==> src/hdl/mpwd_pkg.sv <==
// Package for the Manchester pulse width decoder.
// Holds field widths, the action and register codes and the shared structs.
// No dependencies.
`default_nettype none

package mpwd_pkg;

  localparam int unsigned WidthW  = 16;
  localparam int unsigned WordW   = 32;
  localparam int unsigned CountW  = 8;
  localparam int unsigned ActionW = 2;
  localparam int unsigned CfgIdxW = 2;

  localparam logic [CountW-1:0] CountMax = '1;

  typedef enum logic [ActionW-1:0] {
    ACT_START   = 2'd0,
    ACT_PULSE   = 2'd1,
    ACT_TIMEOUT = 2'd2
  } action_t;

  localparam logic [CfgIdxW-1:0] REG_HALF_MIN = 2'd0;
  localparam logic [CfgIdxW-1:0] REG_HALF_MAX = 2'd1;
  localparam logic [CfgIdxW-1:0] REG_FULL_MIN = 2'd2;
  localparam logic [CfgIdxW-1:0] REG_FULL_MAX = 2'd3;

  localparam logic [WidthW-1:0] HalfMinReset = 16'd333;
  localparam logic [WidthW-1:0] HalfMaxReset = 16'd500;
  localparam logic [WidthW-1:0] FullMinReset = 16'd667;
  localparam logic [WidthW-1:0] FullMaxReset = 16'd1000;

  typedef struct packed {
    logic [WidthW-1:0] half_min;
    logic [WidthW-1:0] half_max;
    logic [WidthW-1:0] full_min;
    logic [WidthW-1:0] full_max;
  } cfg_t;

  typedef struct packed {
    logic [WordW-1:0]  frame_word;
    logic [CountW-1:0] bit_count;
    logic              frame_valid;
  } result_t;

  typedef struct packed {
    logic    fire;
    logic    emit;
  } step_ctl_t;

endpackage

`default_nettype wire

==> src/hdl/mpwd_in_if.sv <==
// Input channel of the Manchester pulse width decoder: valid, ready, payload.
// Depends on mpwd_pkg.
`default_nettype none

interface mpwd_in_if;
  logic                        valid;
  logic                        ready;
  logic [mpwd_pkg::ActionW-1:0] action;
  logic [mpwd_pkg::WidthW-1:0]  pulse_width;

  modport source (output valid, output action, output pulse_width, input ready);
  modport sink (input valid, input action, input pulse_width, output ready);
endinterface

`default_nettype wire

==> src/hdl/mpwd_out_if.sv <==
// Result channel of the Manchester pulse width decoder: valid, ready, payload.
// Depends on mpwd_pkg.
`default_nettype none

interface mpwd_out_if;
  logic                        valid;
  logic                        ready;
  logic [mpwd_pkg::WordW-1:0]  frame_word;
  logic [mpwd_pkg::CountW-1:0] bit_count;
  logic                        frame_valid;

  modport source (output valid, output frame_word, output bit_count, output frame_valid,
                  input ready);
  modport sink (input valid, input frame_word, input bit_count, input frame_valid,
                output ready);
endinterface

`default_nettype wire

==> src/hdl/mpwd_frame.sv <==
// Frame state machine: classes each pulse and builds word, count and valid flag.
// Depends on mpwd_pkg.
`default_nettype none

module mpwd_frame (
  input  wire logic                         clk,
  input  wire logic                         rst,
  input  wire mpwd_pkg::cfg_t               cfg,
  input  wire logic [mpwd_pkg::ActionW-1:0] action,
  input  wire logic [mpwd_pkg::WidthW-1:0]  pulse_width,
  input  wire logic                         fire,
  output logic                              emit,
  output mpwd_pkg::result_t                 result
);

  typedef enum logic [2:0] {
    PH_IDLE,
    PH_START,
    PH_HALF,
    PH_BOUNDARY,
    PH_INVALID
  } phase_t;

  phase_t                      phase, phase_next;
  logic [mpwd_pkg::WordW-1:0]  shift_word, shift_word_next;
  logic [mpwd_pkg::CountW-1:0] count, count_next;
  logic                        previous_bit, previous_bit_next;
  logic                        good, good_next;
  logic                        is_half, is_full;
  logic [mpwd_pkg::CountW-1:0] count_inc;

  assign is_half = (pulse_width >= cfg.half_min) && (pulse_width <= cfg.half_max);
  assign is_full = (pulse_width >= cfg.full_min) && (pulse_width <= cfg.full_max);
  assign count_inc = (count == mpwd_pkg::CountMax) ? count : count + 1'b1;

  assign emit = (action == mpwd_pkg::ACT_TIMEOUT) && (phase != PH_IDLE);
  assign result = '{frame_word: shift_word, bit_count: count, frame_valid: good};

  always_comb begin
    phase_next        = phase;
    shift_word_next   = shift_word;
    count_next        = count;
    previous_bit_next = previous_bit;
    good_next         = good;
    unique case (action)
      mpwd_pkg::ACT_START: begin
        shift_word_next = '0;
        count_next      = '0;
        good_next       = 1'b1;
        phase_next      = PH_START;
      end
      mpwd_pkg::ACT_PULSE: begin
        unique case (phase)
          PH_START: begin
            if (is_half) begin
              previous_bit_next = 1'b1;
              phase_next        = PH_HALF;
            end else begin
              phase_next = PH_INVALID;
              good_next  = 1'b0;
            end
          end
          PH_HALF: begin
            priority if (is_half) begin
              phase_next = PH_BOUNDARY;
            end else if (is_full) begin
              previous_bit_next = ~previous_bit;
              shift_word_next   = {shift_word[mpwd_pkg::WordW-2:0], ~previous_bit};
              count_next        = count_inc;
            end else begin
              phase_next = PH_INVALID;
              good_next  = 1'b0;
            end
          end
          PH_BOUNDARY: begin
            if (is_half) begin
              shift_word_next = {shift_word[mpwd_pkg::WordW-2:0], previous_bit};
              count_next      = count_inc;
              phase_next      = PH_HALF;
            end else begin
              phase_next = PH_INVALID;
              good_next  = 1'b0;
            end
          end
          default: begin
          end
        endcase
      end
      mpwd_pkg::ACT_TIMEOUT: begin
        phase_next = PH_IDLE;
      end
      default: begin
      end
    endcase
  end

  always_ff @(posedge clk) begin
    if (rst) begin
      phase        <= PH_IDLE;
      shift_word   <= '0;
      count        <= '0;
      previous_bit <= 1'b0;
      good         <= 1'b0;
    end else if (fire) begin
      phase        <= phase_next;
      shift_word   <= shift_word_next;
      count        <= count_next;
      previous_bit <= previous_bit_next;
      good         <= good_next;
    end
  end

endmodule

`default_nettype wire

==> src/hdl/mpwd_out.sv <==
// Result register of the Manchester pulse width decoder.
// Depends on mpwd_pkg and mpwd_out_if.
`default_nettype none

module mpwd_out (
  input  wire logic               clk,
  input  wire logic               rst,
  input  wire mpwd_pkg::step_ctl_t ctl,
  input  wire mpwd_pkg::result_t  result,
  output logic                    space,
  mpwd_out_if.source              frame_out
);

  logic              valid;
  mpwd_pkg::result_t held;

  assign space = !valid || frame_out.ready;

  assign frame_out.valid       = valid;
  assign frame_out.frame_word  = held.frame_word;
  assign frame_out.bit_count   = held.bit_count;
  assign frame_out.frame_valid = held.frame_valid;

  always_ff @(posedge clk) begin
    if (rst) begin
      valid <= 1'b0;
    end else if (ctl.fire && ctl.emit) begin
      valid <= 1'b1;
    end else if (frame_out.ready) begin
      valid <= 1'b0;
    end
  end

  always_ff @(posedge clk) begin
    if (ctl.fire && ctl.emit) begin
      held <= result;
    end
  end

endmodule

`default_nettype wire

==> src/hdl/manchester_pulse_width_decoder.sv <==
// Manchester pulse width decoder, top level.
// Depends on mpwd_pkg, mpwd_in_if, mpwd_out_if, mpwd_frame and mpwd_out.
//
// Usage:
//   pulse_in carries one item per handshake: an action (start, pulse, timeout)
//   and a pulse width in timer ticks. frame_out carries one result per
//   timeout that closes an open frame: word, bit count and valid flag.
//   The cfg port writes the four tick window registers (half min/max,
//   full min/max); write only while no item is in flight.
//   An item waits in the input register; a timeout result passes from there
//   through the frame update into the result register that drives frame_out.
//   Throughput: one item per cycle while the result register has room, set by
//   the frame update between the input register and the result register.
//   Reset clears the windows to their defaults, the frame to idle and
//   drops any pending item or result.
//   When frame_out stalls, the result register holds; pulse_in keeps taking
//   items until a second timeout result would need the occupied register.
`default_nettype none

module manchester_pulse_width_decoder (
  input  wire logic                         clk,
  input  wire logic                         rst,
  mpwd_in_if.sink                           pulse_in,
  mpwd_out_if.source                        frame_out,
  input  wire logic                         cfg_we,
  input  wire logic [mpwd_pkg::CfgIdxW-1:0] cfg_index,
  input  wire logic [mpwd_pkg::WidthW-1:0]  cfg_data
);

  mpwd_pkg::cfg_t               cfg;
  logic                         item_valid;
  logic [mpwd_pkg::ActionW-1:0] item_action;
  logic [mpwd_pkg::WidthW-1:0]  item_width;
  logic                         emit;
  logic                         space;
  mpwd_pkg::result_t            result;
  mpwd_pkg::step_ctl_t          ctl;

  assign ctl.emit = emit;
  assign ctl.fire = item_valid && (!emit || space);
  assign pulse_in.ready = !item_valid || ctl.fire;

  always_ff @(posedge clk) begin
    if (rst) begin
      cfg.half_min <= mpwd_pkg::HalfMinReset;
      cfg.half_max <= mpwd_pkg::HalfMaxReset;
      cfg.full_min <= mpwd_pkg::FullMinReset;
      cfg.full_max <= mpwd_pkg::FullMaxReset;
    end else if (cfg_we) begin
      unique case (cfg_index)
        mpwd_pkg::REG_HALF_MIN: cfg.half_min <= cfg_data;
        mpwd_pkg::REG_HALF_MAX: cfg.half_max <= cfg_data;
        mpwd_pkg::REG_FULL_MIN: cfg.full_min <= cfg_data;
        mpwd_pkg::REG_FULL_MAX: cfg.full_max <= cfg_data;
        default: begin
        end
      endcase
    end
  end

  always_ff @(posedge clk) begin
    if (rst) begin
      item_valid <= 1'b0;
    end else if (pulse_in.ready) begin
      item_valid <= pulse_in.valid;
    end
  end

  always_ff @(posedge clk) begin
    if (pulse_in.ready && pulse_in.valid) begin
      item_action <= pulse_in.action;
      item_width  <= pulse_in.pulse_width;
    end
  end

  mpwd_frame u_frame (
    .clk         (clk),
    .rst         (rst),
    .cfg         (cfg),
    .action      (item_action),
    .pulse_width (item_width),
    .fire        (ctl.fire),
    .emit        (emit),
    .result      (result)
  );

  mpwd_out u_out (
    .clk       (clk),
    .rst       (rst),
    .ctl       (ctl),
    .result    (result),
    .space     (space),
    .frame_out (frame_out)
  );

endmodule

`default_nettype wire

==> src/flat_wrapper.sv <==
// flat-port wrapper written by rule: the top's interface ports become plain ports
module manchester_pulse_width_decoder_flat 
  (clk, rst, cfg_we, cfg_index, cfg_data, pulse_in_valid, pulse_in_action, pulse_in_pulse_width, pulse_in_ready, frame_out_valid, frame_out_frame_word, frame_out_bit_count, frame_out_frame_valid, frame_out_ready);
  mpwd_in_if pulse_in_i ();
  mpwd_out_if frame_out_i ();
  input  wire logic clk;
  input  wire logic rst;
  input  wire logic cfg_we;
  input  wire logic [mpwd_pkg::CfgIdxW-1:0] cfg_index;
  input  wire logic [mpwd_pkg::WidthW-1:0] cfg_data;
  input wire logic [$bits(pulse_in_i.valid)-1:0] pulse_in_valid;
  input wire logic [$bits(pulse_in_i.action)-1:0] pulse_in_action;
  input wire logic [$bits(pulse_in_i.pulse_width)-1:0] pulse_in_pulse_width;
  output wire logic [$bits(pulse_in_i.ready)-1:0] pulse_in_ready;
  output wire logic [$bits(frame_out_i.valid)-1:0] frame_out_valid;
  output wire logic [$bits(frame_out_i.frame_word)-1:0] frame_out_frame_word;
  output wire logic [$bits(frame_out_i.bit_count)-1:0] frame_out_bit_count;
  output wire logic [$bits(frame_out_i.frame_valid)-1:0] frame_out_frame_valid;
  input wire logic [$bits(frame_out_i.ready)-1:0] frame_out_ready;
  assign pulse_in_i.valid = pulse_in_valid;
  assign pulse_in_i.action = pulse_in_action;
  assign pulse_in_i.pulse_width = pulse_in_pulse_width;
  assign pulse_in_ready = pulse_in_i.ready;
  assign frame_out_valid = frame_out_i.valid;
  assign frame_out_frame_word = frame_out_i.frame_word;
  assign frame_out_bit_count = frame_out_i.bit_count;
  assign frame_out_frame_valid = frame_out_i.frame_valid;
  assign frame_out_i.ready = frame_out_ready;
  manchester_pulse_width_decoder u_core (.clk(clk), .rst(rst), .pulse_in(pulse_in_i), .frame_out(frame_out_i), .cfg_we(cfg_we), .cfg_index(cfg_index), .cfg_data(cfg_data));
endmodule
==> config.mk <==
export PLATFORM = sky130hd
export DESIGN_NAME = manchester_pulse_width_decoder_flat
export DESIGN_NICKNAME = d
export VERILOG_FILES = /design/src/hdl/mpwd_pkg.sv /design/src/hdl/mpwd_in_if.sv /design/src/hdl/mpwd_out_if.sv /design/src/hdl/mpwd_frame.sv /design/src/hdl/mpwd_out.sv /design/src/hdl/manchester_pulse_width_decoder.sv /design/src/flat_wrapper.sv
export SDC_FILE = /design/constraint.sdc
export NUM_CORES = 1
export LEC_CHECK = 0
export BUFFER_PORTS_ARGS = -buffer_cell sky130_fd_sc_hd__buf_2
export CORE_MARGIN = 2
export CORE_UTILIZATION = 45
export DETAILED_ROUTE_END_ITERATION = 10
export PLACE_DENSITY = 0.64
export SLEW_MARGIN = 5
export SYNTH_ARGS = -nofsm -noshare
export SYNTH_HDL_FRONTEND = slang
export SYNTH_SLANG_ARGS = --single-unit
export TNS_END_PERCENT = 1
==> constraint.sdc <==
create_clock -name clk -period 4.96 [get_ports clk]
set_clock_uncertainty 0.2 [all_clocks]
set_input_delay 0.248 -clock clk [delete_from_list [all_inputs] [get_ports clk]]
set_output_delay 0.248 -clock clk [all_outputs]
set_load 0.005 [all_outputs]
==> run summary <==
outcome = finished, final reports clean
Primary FF master, synth = dfxtp_1
worst-skew pair later-pin latency = 440 ps
core footprint = 16700 um2
vias per cell = 5.31
antenna-violating nets left = 0
Area growth, synth to finish = 20.0%
IO Pins = 84
Die ar. = 18200 um2
Leakage = 0.00350 uW
pin count of the biggest net entering global routing = 65
asr flop ratio synth = 0%
pwr dens = 331 nW/um2
Post-Syn Nets = 902
Netlist cell types = 58
Required @ worst endpoint = 5050 ps
CTS Buf Count = 17
Final #Nets = 1008
Seq cells post-synth = 170
Cells after Synth = 796
drt wl/cell = 15.7 um
register area share after synthesis = 51.7%
post-route clock period utilization = 70.7%
clock-pin slew on the worst setup and hold paths = 70 ps
CTS tree = built
reg2reg path depth = 10
DR pass1 iterations = 5
CP arrival = 3600 ps
Worst Hold Class = input pin to flip-flop
# Max-Cap Violations = 0
H-tree depth = 4
Final setup viols = 0
CTS max path bufs = 2
maximum vdd ir drop = 0.000261 V
Crit. End Element = flip-flop
Post-synth EDFFs = 59
I/O Buffers = 83
Setup TNS = 0 ps
Ys Warns = 0
DP Wirelength = 12.1 mm
placed cell count = 1067
die width = 135 um
Die Y = 135 um
root buffer cell = clkbuf_16
CP Launch Type = flip-flop
Cell Rows = 47
setup bufs post-CTS = 0
cell area after synthesis = 7730 um2
Final min period = 3510 ps
Post-route DRC = 0
Layout Cells excl Fill = 1135
clock sink total = 170
Initial Util = 46.3%
DR iter-0 viols = 354
gr usage total = 20.2%
Final GP Congestion = 0.867
fillcell total = 1508
fmax = 0.285 GHz
Fin. Hold Viols = 0
Slew Limit Fails = 0
final wirelength = 17.8 mm
GRT overflow = 0
detailed-route via count = 6028
layout cells sized above 1 = 14.9%
Worst-Margin Slew = 1180 ps
initial antenna violation count = 0
Crit Path Max Fanout = 33
first-pass GRT wire length = 28.7 mm
unrepaired setup endpoints after global routing = no
ANT cells = 0
WHS Path Cells = 4
mean area per synthesized cell = 9.71 um2
CP Class = flip-flop to flip-flop
Max-slew headroom = 21.2%
vias in the first global route = 5622
[timing repair]
| action | 4_1_cts | 5_1_grt |
|---|---|---|
| hold endpoints to repair | 84 | 0 |
| resized for setup | 0 | 0 |
| hold buffers | 36 | 0 |
[stage by stage]
step	worst slack, ps	hold WS, ps	cell area [um2]	utilization (%)	power (uW)
after global routing	1230	120	9280	55.5	3190
after detailed placement	1490	215	8320	49.8	1760
final	1450	88.1	9280	55.5	3070
after CTS	1470	80.6	9280	55.5	3100
after global placement	1540	211	8320	49.8	1750
after floorplan	1330	147	7730	-	1670
[path summary, 6_finish.rpt]
| check | start | to | slack (ps) |
|---|---|---|---|
| max | u_core.item_width[0] | u_core.u_frame.shift_word[24] | 1450 |
| min | cfg_index[0] | u_core.cfg[62] | 90 |
| max reg2reg | u_core.item_width[0] | u_core.u_frame.shift_word[24] | 1450 |
| min reg2reg | u_core.u_frame.shift_word[17] | u_core.u_out.frame_out.frame_word[17] | 230 |
[worst max-delay path: stages, from the launching register on]
cell	delay, ps
edfxtp_1	380
inv_1	140
ha_1	240
nand2b_1	140
a2111o_1	410
a31oi_1	170
nand3_1	110
and3_1	260
or3_4	410
a21oi_4	690
o32ai_1	210
[cells in the mapped netlist, drive strengths merged, types with 2 or more instances]
library cell  count  area, um2
o211ai           24        180
dfxtp           111       2220
o32ai            31        272
nor2b            11       68.8
o221a             2       22.5
nand2           171        642
and2              2       12.5
a21oi            69        357
nand4            10       62.6
nor2             19       71.3
clkbuf           33        124
o41a              2       22.5
nand2b            7       43.8
o311ai            3       26.3
or3               2       17.5
buf               5       50.0
inv              70        263
mux2i             6       63.8
nor4              3       18.8
nor3              8       40.0
and4              3       26.3
and3              6       37.5
a31oi             4       25.0
a211oi            4       30.0
edfxtp           59       1770
o21a              2       15.0
nor3b             3       22.5
or2               2       12.5
o22ai             2       12.5
o21ai            19       95.1
ha               65        813
a221oi            3       26.3
nand3            15       75.1
[per-layer routing]
layer	GRT usage (%)	routed length [um]
met5	0	0
met4	6.42	198
met3	4.13	842
met2	32.9	8600
met1	27.1	8130
[area by class of cell]
type                    instances  area [um2]  share of cell area (%)
multi-input cells             518        3320                    35.8
well taps                     220         275                    2.97
flip-flops and latches        170        3990                    43.1
clock inverters                15         174                    1.87
clock buffers                  17         425                    4.59
repair buffers                125         821                    8.85
inverters                      70         263                    2.83
[report_power, final]
part	total, uW	internal, uW	leakage, uW	switching (uW)
sequential	1490	1470	0.00140	23.7
combinational	254	107	0.00181	147
clock	1320	682	0.000291	637
total	3070	2260	0.00350	808
[cell usage in the layout, fill, tap and decap left out, types with 6 or more instances in the layout]
cell / n
a21oi_1: 67
ha_1: 65
nand2_1: 171
buf_2: 83
and3_1: 6
edfxtp_1: 59
dlygate4sd3_1: 36
dfxtp_1: 111
o211ai_1: 24
o32ai_1: 31
nor2b_1: 10
nand2b_1: 7
nand3_1: 15
clkbuf_16: 17
nor3_1: 8
nand4_1: 10
nor2_1: 18
buf_4: 6
o21ai_0: 19
inv_1: 69
[logic make-up after synthesis]
logic type / Yosys count / synth area share [%]
flip-flops: 170 / 51.7
multiplexers: 7 / 0.971
buffers and inverters: 108 / 5.65
AND/OR/NAND/NOR: 268 / 15.6
AO/OA/AOI/OAI: 177 / 15.5
XOR/XNOR: 1 / 0.113
adder cells (fa/ha/maj): 65 / 10.5
[flip-flops by register name (all words and copies together) (netlist names)]
register                            cells
u_core.item_valid                       1
u_core.u_frame.count                    8
u_core.cfg                             64
u_core.u_out.frame_out.bit_count        8
u_core.u_frame.shift_word              32
u_core.item_action                      2
u_core.u_out.frame_out.frame_word      32
u_core.u_frame.phase                    3
u_core.item_width                      16
u_core.u_frame.good                     1
u_core.u_out.frame_out.frame_valid      1
u_core.u_frame.previous_bit             1
u_core.u_out.frame_out.valid            1
(Power assumes the default switching activity.)
